### config.mk
export PLATFORM = sky130hd
export DESIGN_NAME = fcirc_ctrl
export DESIGN_NICKNAME = d
export VERILOG_FILES = /design/src/fcirc_pkg.sv /design/src/fcirc_ctrl.sv
export SDC_FILE = /design/constraint.sdc
export NUM_CORES = 1
export LEC_CHECK = 0
export BUFFER_PORTS_ARGS = -buffer_cell sky130_fd_sc_hd__buf_2
export CORE_UTILIZATION = 31
export CTS_CLUSTER_SIZE = 8
export DETAILED_ROUTE_END_ITERATION = 10
export PLACE_DENSITY = 0.62
export SLEW_MARGIN = 5
export SYNTH_ARGS = -nofsm -noshare
export SYNTH_HDL_FRONTEND = slang
export SYNTH_SLANG_ARGS = --single-unit
### constraint.sdc
create_clock -name clk_i -period 2.8 [get_ports clk_i]
set_input_delay 0.42 -clock clk_i [delete_from_list [all_inputs] [get_ports clk_i]]
set_output_delay 0.42 -clock clk_i [all_outputs]
set_load 0.02 [all_outputs]
### src/fcirc_pkg.sv
// Shared types, sizes and helpers for the circular-buffer FIR filter.
// No dependencies; used by every module of the block.
package fcirc_pkg;

  localparam int MAX_TAPS     = 128;
  localparam int SAMPLE_BITS  = 16;
  localparam int COEF_BITS    = 16;
  localparam int FRAC_BITS    = 15;
  localparam int TAP_CFG_BITS = 8;
  localparam int INDEX_BITS   = 7;

  localparam int ADDR_BITS = $clog2(MAX_TAPS);
  localparam int CNT_BITS  = $clog2(MAX_TAPS + 1);
  localparam int PROD_BITS = SAMPLE_BITS + COEF_BITS;
  localparam int ACC_BITS  = PROD_BITS + ADDR_BITS + 1;
  localparam int Y_BITS    = ACC_BITS - FRAC_BITS;

  typedef logic [ADDR_BITS-1:0]           addr_t;
  typedef logic [CNT_BITS-1:0]            cnt_t;
  typedef logic [TAP_CFG_BITS-1:0]        tap_cfg_t;
  typedef logic [INDEX_BITS-1:0]          index_t;
  typedef logic signed [SAMPLE_BITS-1:0]  sample_t;
  typedef logic signed [COEF_BITS-1:0]    coef_t;
  typedef logic signed [PROD_BITS-1:0]    prod_t;
  typedef logic signed [ACC_BITS-1:0]     acc_t;
  typedef logic signed [Y_BITS-1:0]       y_t;

  // Accumulator starts at half an LSB of the output so the final shift rounds.
  localparam acc_t ROUND_BIAS = acc_t'(longint'(1) << (FRAC_BITS - 1));
  localparam y_t   Y_MAX      = y_t'((longint'(1) << (SAMPLE_BITS - 1)) - 1);
  localparam y_t   Y_MIN      = y_t'(-(longint'(1) << (SAMPLE_BITS - 1)));
  localparam sample_t SAMPLE_MAX = sample_t'(Y_MAX);
  localparam sample_t SAMPLE_MIN = sample_t'(Y_MIN);
  localparam tap_cfg_t TAP_COUNT_RESET = tap_cfg_t'(1);

  typedef enum logic {
    CMD_LOAD_COEF = 1'b0,
    CMD_SAMPLE    = 1'b1
  } cmd_e;

  typedef struct packed {
    cmd_e    command;
    index_t  coef_index;
    coef_t   coef_value;
    sample_t sample_in;
  } in_item_t;

  typedef struct packed {
    sample_t sample_out;
    logic    clipped;
  } out_item_t;

  // Controller to datapath.
  typedef struct packed {
    logic  coef_we;
    logic  sample_we;
    logic  clear_acc;
    logic  issue;
    addr_t coef_addr;
    logic  load_out;
  } ctl_t;

  // Datapath to controller.
  typedef struct packed {
    logic busy;
    logic out_free;
  } sts_t;

  function automatic cnt_t clamp_taps(tap_cfg_t tc);
    int unsigned t;
    t = int'(tc);
    if (t > MAX_TAPS) t = MAX_TAPS;
    return cnt_t'(t);
  endfunction

  function automatic logic coef_in_range(index_t idx);
    return int'(idx) < MAX_TAPS;
  endfunction

endpackage

### src/fcirc_ctrl.sv
// Sequencer of the FIR filter: input handshake, tap counter and tap_count register.
// Depends on fcirc_pkg; drives fcirc_datapath through fcirc_pkg::ctl_t.
module fcirc_ctrl (
  input  logic                    clk_i,
  input  logic                    rst_ni,
  input  logic                    in_valid_i,
  output logic                    in_stall_o,
  input  fcirc_pkg::cmd_e         cmd_i,
  input  logic                    cfg_we_i,
  input  fcirc_pkg::tap_cfg_t     cfg_wdata_i,
  input  fcirc_pkg::sts_t         sts_i,
  output fcirc_pkg::ctl_t         ctl_o
);

  typedef enum logic [2:0] {
    ST_IDLE  = 3'b001,
    ST_RUN   = 3'b010,
    ST_DRAIN = 3'b100
  } state_e;

  state_e              state_q, state_d;
  fcirc_pkg::cnt_t     k_q, k_d;
  fcirc_pkg::tap_cfg_t tap_count_q;
  fcirc_pkg::cnt_t     taps;
  logic                in_acc;

  assign taps       = fcirc_pkg::clamp_taps(tap_count_q);
  assign in_stall_o = (state_q != ST_IDLE);
  assign in_acc     = in_valid_i && (state_q == ST_IDLE);

  always_comb begin
    state_d = state_q;
    k_d     = k_q;
    ctl_o   = '0;
    case (state_q)
      ST_IDLE: begin
        if (in_acc) begin
          if (cmd_i == fcirc_pkg::CMD_SAMPLE) begin
            ctl_o.sample_we = 1'b1;
            ctl_o.clear_acc = 1'b1;
            k_d             = '0;
            state_d         = ST_RUN;
          end else begin
            ctl_o.coef_we = 1'b1;
          end
        end
      end
      ST_RUN: begin
        if (k_q < taps) begin
          ctl_o.issue     = 1'b1;
          ctl_o.coef_addr = k_q[fcirc_pkg::ADDR_BITS-1:0];
          k_d             = k_q + fcirc_pkg::cnt_t'(1);
        end else begin
          state_d = ST_DRAIN;
        end
      end
      ST_DRAIN: begin
        // accumulator is final once the MAC pipe is empty
        if (!sts_i.busy && sts_i.out_free) begin
          ctl_o.load_out = 1'b1;
          state_d        = ST_IDLE;
        end
      end
      default: begin
        state_d = ST_IDLE;
      end
    endcase
  end

  always_ff @(posedge clk_i or negedge rst_ni) begin
    if (!rst_ni) begin
      state_q     <= ST_IDLE;
      k_q         <= '0;
      tap_count_q <= fcirc_pkg::TAP_COUNT_RESET;
    end else begin
      state_q <= state_d;
      k_q     <= k_d;
      if (cfg_we_i) begin
        tap_count_q <= cfg_wdata_i;
      end
    end
  end

endmodule

==> results_dict.tcl, run 1 <==
set metrics [dict create \
    p_clk_share_pct 22.9 \
    fin_tns_setup_ns 0 \
    globalRouteMet3Util_pct 2.19 \
    drc 0 \
    worstReg2RegStart "tap_count_q[7]" \
    wl_mm 2.31 \
    worstMarginPinSlew_ns 0.433 \
    r2r_end "k_q[5]" \
    arrival_ns 2.12 \
    rows 21 \
    gr-usage-met2_pct 21.7 \
    dp_hpwl_mm 1.83 \
    crit_fanout 14 \
    drive_gt1_share_pct 32.2 \
    synth.area.top_cells "dfrtp_1, ha_1, mux2_2" \
    antenna_found_initial 0 \
    ir_drop_v 0.000207 \
    startpoint_type "flop" \
    grt_use_total_pct 13.3 \
    leakagePower_nw 0.709 \
    dieArea_um2 3930 \
    core_area_um2 3440 \
    finalCriticalPeriod_ns 2.54 \
    drtPass1Iterations 4 \
    synth_area_leader_cell "dfrtp_1" \
    syn-num-nets 141 \
    post-cts-setup-buffer-count 0 \
    crit_type "flop to primary output" \
    grt_pass1_wl_mm 4.14 \
    r2r.worst_path.cells 8 \
    status "finished clean" \
    grt_max_degree 20 \
    ys_warn_count 0 \
    regArea_um2 478 \
    cellPowerDensity_nw_per_um2 598 \
    regToRegSetupSlack_ns 0.75 \
    vias 937 \
    htreeDepth 1 \
    gp_congestion 0.785 \
    design.portCount 28 \
    fmax_mhz 393 \
    antenna_cells 0 \
    grt_overflow 0 \
    synth_edf_count 0 \
    avgRoutedWirePerCell_um 12.0 \
    required_ns 2.38 \
    grt_pass1_vias 945 \
    fin_skew_ns 0.00107 \
    n_fill_cell 362 \
    cts_sinks 19 \
    ctsRootBufferMaster "clkbuf_8" \
    numCtsBuffers 3 \
    synth.yosys.seq_area_share_pct 41.8 \
    multi_input_area_um2 627 \
    area_growth_pct 19.6 \
    slew-limit-headroom_pct 71.2 \
    dr.first_iter.drc_count 7 \
    synth_top_area_share_pct 37.2 \
    rsz0062_at_grt "no" \
    async_reset_ff_share_pct 100 \
    fin_hold_ws_ns 0.100 \
    switching_power_mw 0.287 \
    internal_power_mw 0.531 \
    syn-cell-area_um2 1140 \
    combPwrFrac_pct 31.8 \
    nets 170 \
    postSynthAreaPerCell_um2 9.68 \
    grt_busiest_layer "met2" \
    die_height_um 62.7 \
    swShare_pct 35.1 \
    setup_viol 0 \
    clk_latency_ns 0.25 \
    hp-class "input port to asynchronous set/reset pin" \
    viasPerCell 4.88 \
    ys.flop_type "dfrtp_1" \
    cts_buffer_depth 2 \
    share_seq_of_total_power_pct 45.3 \
    start_util_pct 33.2 \
    end_kind "primary output" \
    grtUsageMet1_pct 16.6 \
    finalHoldViolations 0 \
    fin_util_pct 39.7 \
    die_w_um 62.7 \
    ys_seq_elements 19 \
    drv_cap 0 \
    syn-instance-count 118 \
    slew_viol_final 0 \
    cts_tree "yes" \
    timing.final.crit_share_pct 90.9 \
    port_buffers 27 \
    synth.distinct_cells 37 \
    drt.antenna.violating_nets 0 \
    cts.clk_slew.worst_paths_ns 0.07 \
    postCtsHoldBufs 0 \
]
## timing repair
item | CTS | global route
endpoints found under the hold margin | 0 | 0
resized for setup | 0 | 1
setup endpoints to repair | 0 | 4
## cell type report
cell class,instances,area share (%)
Sequential cell,19,35.0
Inverter,3,1.19
Multi-Input combinational cell,92,45.9
Clock buffer,4,3.30
Timing Repair Buffer,28,10.4
Tap cell,46,4.21
## worst max-delay path by stage
stage               slack, ns  cells past startpoint  endpoint           start
global route             0.09                      9  ctl_o[6]  tap_count_q[7]
CTS                      0.18                      8  ctl_o[2]  tap_count_q[7]
floorplan                0.47                      7  ctl_o[2]  tap_count_q[7]
finish                   0.26                      9  ctl_o[1]  tap_count_q[7]
global placement         0.56                      8  ctl_o[3]  tap_count_q[7]
detailed placement       0.47                      8  ctl_o[2]  tap_count_q[7]
## worst max-delay path: stages (launching register included)
cell and delay [ns]:
dfrtp_1 0.40, inv_2 0.12, nand2_1 0.07, ha_1 0.27
o211ai_1 0.17, o21ai_1 0.14, a211oi_2 0.19, buf_4 0.21
and2_1 0.13, buf_2 0.16
## logic make-up (layout without fill, tap and decap cells)
| family | after synthesis | after routing | share of synthesized area, % |
|---|---|---|---|
| buffers and inverters | 7 | 35 | 3.29 |
| flip-flops | 19 | 19 | 41.8 |
| AO/OA/AOI/OAI | 24 | 24 | 13.6 |
| adder cells (fa/ha/maj) | 8 | 8 | 8.76 |
| multiplexers | 10 | 10 | 9.53 |
| AND/OR/NAND/NOR | 50 | 50 | 23.0 |
## routing by layer
| layer | wire (µm) | vias to the layer above |
|---|---|---|
| met5 | 0 | - |
| met4 | 25 | 0 |
| met3 | 37 | 2 |
| met2 | 1170 | 12 |
| met1 | 1070 | 448 |
| li1 | - | 475 |
## registers in the layout, indices dropped and copies added (netlist names)
name,cells
k_q,8
state_q,3
tap_count_q,8
## metrics by stage
| stage | cell area, µm² | power, mW | setup slack (ns) | cells |
|---|---|---|---|---|
| after floorplan | 1140 | 0.558 | 0.467 | 118 |
| after global placement | 1320 | 0.626 | 0.557 | 188 |
| after detailed placement | 1320 | 0.638 | 0.471 | 188 |
| after CTS | 1370 | 0.830 | 0.180 | 192 |
| after global routing | 1370 | 0.887 | 0.0939 | 192 |
| final | 1370 | 0.818 | 0.256 | 192 |
## power groups by stage
stage / Combinational, mW / Clock, mW / Sequential (mW)
finish: 0.260 / 0.187 / 0.371
global route: 0.295 / 0.212 / 0.381
CTS: 0.264 / 0.195 / 0.372
detailed placement: 0.262 / 0 / 0.376
global placement: 0.252 / 0 / 0.374
floorplan: 0.198 / 0 / 0.361
## layout by cell type (no fill, tap or decap), types with 2 or more instances in the layout
cell / Yosys / routed
and2_1: 9 / 9
nor4_1: 2 / 2
ha_1: 8 / 8
mux2_2: 7 / 7
nor2_1: 5 / 5
o211ai_1: 2 / 2
nand2_1: 21 / 21
o21ai_0: 6 / 6
buf_2: 2 / 27
and3_1: 2 / 2
a31oi_1: 2 / 2
mux2i_1: 3 / 3
dfrtp_1: 17 / 17
dfstp_2: 2 / 2
a21oi_1: 6 / 6
nand3_1: 3 / 3
clkbuf_8: 0 / 3
## synthesized netlist by cell type, types with 2 or more instances
cell type,instances
a21oi_1,6
dfrtp_1,17
nand3_1,3
mux2_2,7
ha_1,8
buf_2,2
and2_1,9
a31oi_1,2
dfstp_2,2
o21ai_0,6
mux2i_1,3
nor4_1,2
and3_1,2
o211ai_1,2
nand2_1,21
nor2_1,5
(Power assumes the default switching activity.)
==> run 2, diff against run 1 <==
--- a/config.mk
+++ b/config.mk
@@ -6,10 +6,10 @@
 export NUM_CORES = 1
 export LEC_CHECK = 0
 export BUFFER_PORTS_ARGS = -buffer_cell sky130_fd_sc_hd__buf_2
-export CORE_UTILIZATION = 31
+export CORE_UTILIZATION = 40
 export CTS_CLUSTER_SIZE = 8
 export DETAILED_ROUTE_END_ITERATION = 10
-export PLACE_DENSITY = 0.62
+export PLACE_DENSITY = 0.74
 export SLEW_MARGIN = 5
 export SYNTH_ARGS = -nofsm -noshare
 export SYNTH_HDL_FRONTEND = slang
==> run 2 against run 1 <==
Against the previous run: routed wire length fell by 3.4%; core utilization rose by 9.2 points; register-to-register slack got worse by 0.06 ns; fmax fell by 2.4%; die area fell by 22%; combinational power barely moved; flip-flop and latch count did not move; via count rose by 4.4%; final cell count fell by 7.8%; largest cell class unchanged.
==> results_dict.tcl, run 2 (synthesis gave the netlist of run 1 again) <==
set metrics [dict create \
    leakagePower_nw 0.700 \
    crit_end "ctl_o[3]" \
    dieArea_um2 3070 \
    antenna_found_initial 0 \
    cts.clk_slew.worst_paths_ns 0.11 \
    fin_tns_setup_ns 0 \
    r2r.worst_path.cells 8 \
    placed_area_um2 1300 \
    viasPerCell 5.53 \
    drtPass1Iterations 4 \
    clk_latency_ns 0.30 \
    start_util_pct 41.8 \
    cts_tree "yes" \
    finalCriticalPeriod_ns 2.61 \
    fin_util_pct 48.9 \
    timing.final.crit_share_pct 93.1 \
    ir_drop_v 0.000336 \
    slowest_stage "dfrtp_1" \
    finalHoldViolations 0 \
    end_kind "primary output" \
    setup_viol 0 \
    avgRoutedWirePerCell_um 12.6 \
    design.portCount 28 \
    final_cell_mix "buf_2, nand2_1, dfrtp_1, and2_1, ha_1" \
    regToRegSetupSlack_ns 0.69 \
    die_height_um 55.4 \
    crit_fanout 14 \
    rsz0062_at_grt "no" \
    grt_overflow 0 \
    numCtsBuffers 3 \
    drt.antenna.violating_nets 0 \
    drv_cap 0 \
    area_growth_pct 17.1 \
    port_buffers 27 \
    n_fill_cell 265 \
    worstMarginPinSlew_ns 0.422 \
    grt_pass1_wl_mm 3.77 \
    required_ns 2.38 \
    top_regs "k_q: 8 flops, tap_count_q: 8 flops, state_q: 3 flops" \
    placedCellCount 173 \
    crit_type "flop to primary output" \
    wl_mm 2.23 \
    regArea_um2 478 \
    final_cell_count_no_fill 177 \
    hp-class "input port to asynchronous set/reset pin" \
    antenna_cells 0 \
    fin_skew_ns 0.00466 \
    fin_area_um2 1340 \
    slew_viol_final 0 \
    grt_max_degree 20 \
    slew-limit-headroom_pct 71.9 \
    max_stage_delay_ns 0.43 \
    htreeDepth 1 \
    worstReg2RegStart "tap_count_q[7]" \
    r2r_end "k_q[5]" \
    path_buf_inv 3 \
    grt_pass1_vias 900 \
    arrival_ns 2.19 \
    grt_use_total_pct 15.3 \
    rows 19 \
    drive_gt1_share_pct 32.9 \
    nets 170 \
    fin_hold_ws_ns 0.0353 \
    status "finished clean" \
    fmax_mhz 384 \
    cts_buffer_depth 2 \
    multi_input_area_um2 627 \
    startpoint_type "flop" \
    cellPowerDensity_nw_per_um2 576 \
    dp_hpwl_mm 1.75 \
    ctsRootBufferMaster "clkbuf_4" \
    core_area_um2 2730 \
    cts_sinks 19 \
    crit_family "compound AO/OA/AOI/OAI gates" \
    drc 0 \
    final_common_cell "buf_2" \
    die_w_um 55.4 \
    postCtsHoldBufs 0 \
    vias 978 \
    gp_congestion 0.780 \
    dr.first_iter.drc_count 25 \
    crit_chain "clkinvlp_4 -> nand2_1 -> ha_1 -> a21oi_1 -> o21ai_1 -> a211oi_2 -> buf_6 -> and2_1 -> buf_2" \
    path_depth 9 \
    cp-startpoint "tap_count_q[7]" \
]
[run 2: changes by cell type in the layout (fill, tap and decap cells not counted)]
cell,delta
buf_4,-1
buf_6,+1
clkbuf_1,-1
clkbuf_4,+3
clkbuf_8,-3
clkinv_2,+1
clkinvlp_4,+1
inv_2,-1
[run 2: final cells by class]
cell class	instances	area share, %
clock buffers	3	1.68
inverters	3	1.50
repair buffers	28	10.9
flip-flops and latches	19	35.7
well taps	31	2.90
multi-input cells	92	46.9
clock inverters	1	0.374
[run 2: where the power goes]
| group | switching (mW) | internal, mW | total (mW) |
|---|---|---|---|
| logic | 0.147 | 0.111 | 0.258 |
| registers | 0.0535 | 0.319 | 0.373 |
| clock network | 0.0864 | 0.0533 | 0.140 |
[run 2: worst register-to-register path, delay by kind of cell (launching register included)]
| family | cells | cell delay (ns) |
|---|---|---|
| buffers and inverters | 1 | 0.14 |
| and+or+nand+nor | 3 | 0.66 |
| DFF | 1 | 0.43 |
| AOI/OAI and AO/OA | 3 | 0.53 |
| adders and majority gates | 1 | 0.30 |
[run 2: worst min-delay path by stage]
| stage | startpoint | end |
|---|---|---|
| 6_report | rst_ni | tap_count_q[6] |
| 5_1_grt | rst_ni | tap_count_q[1] |
| 4_1_cts | rst_ni | tap_count_q[6] |
| 3_5_place_dp | rst_ni | tap_count_q[6] |
| 3_3_place_gp | rst_ni | tap_count_q[6] |
| 2_1_floorplan | rst_ni | k_q[0] |
[run 2: metal layers]
| layer | share of wire (%) | routed length, µm | GRT usage (%) |
|---|---|---|---|
| met4 | 2.4 | 53 | 8.21 |
| met2 | 50 | 1110 | 27.0 |
| met3 | 3.3 | 74 | 1.41 |
| met5 | 0 | 0 | 0 |
| met1 | 45 | 993 | 18.3 |
[run 2: through the flow]
step           setup WS (ns)  total power [mW]
5_1_grt               0.0209             0.824
3_5_place_dp           0.480             0.634
2_1_floorplan          0.467             0.558
3_3_place_gp           0.556             0.624
4_1_cts                0.120             0.776
6_report               0.193             0.770
[run 2: what timing repair did]
item                       in CTS  in global routing
setup buffers                   0                  0
setup endpoints to repair       0                  7
gates resized for setup         0                  2
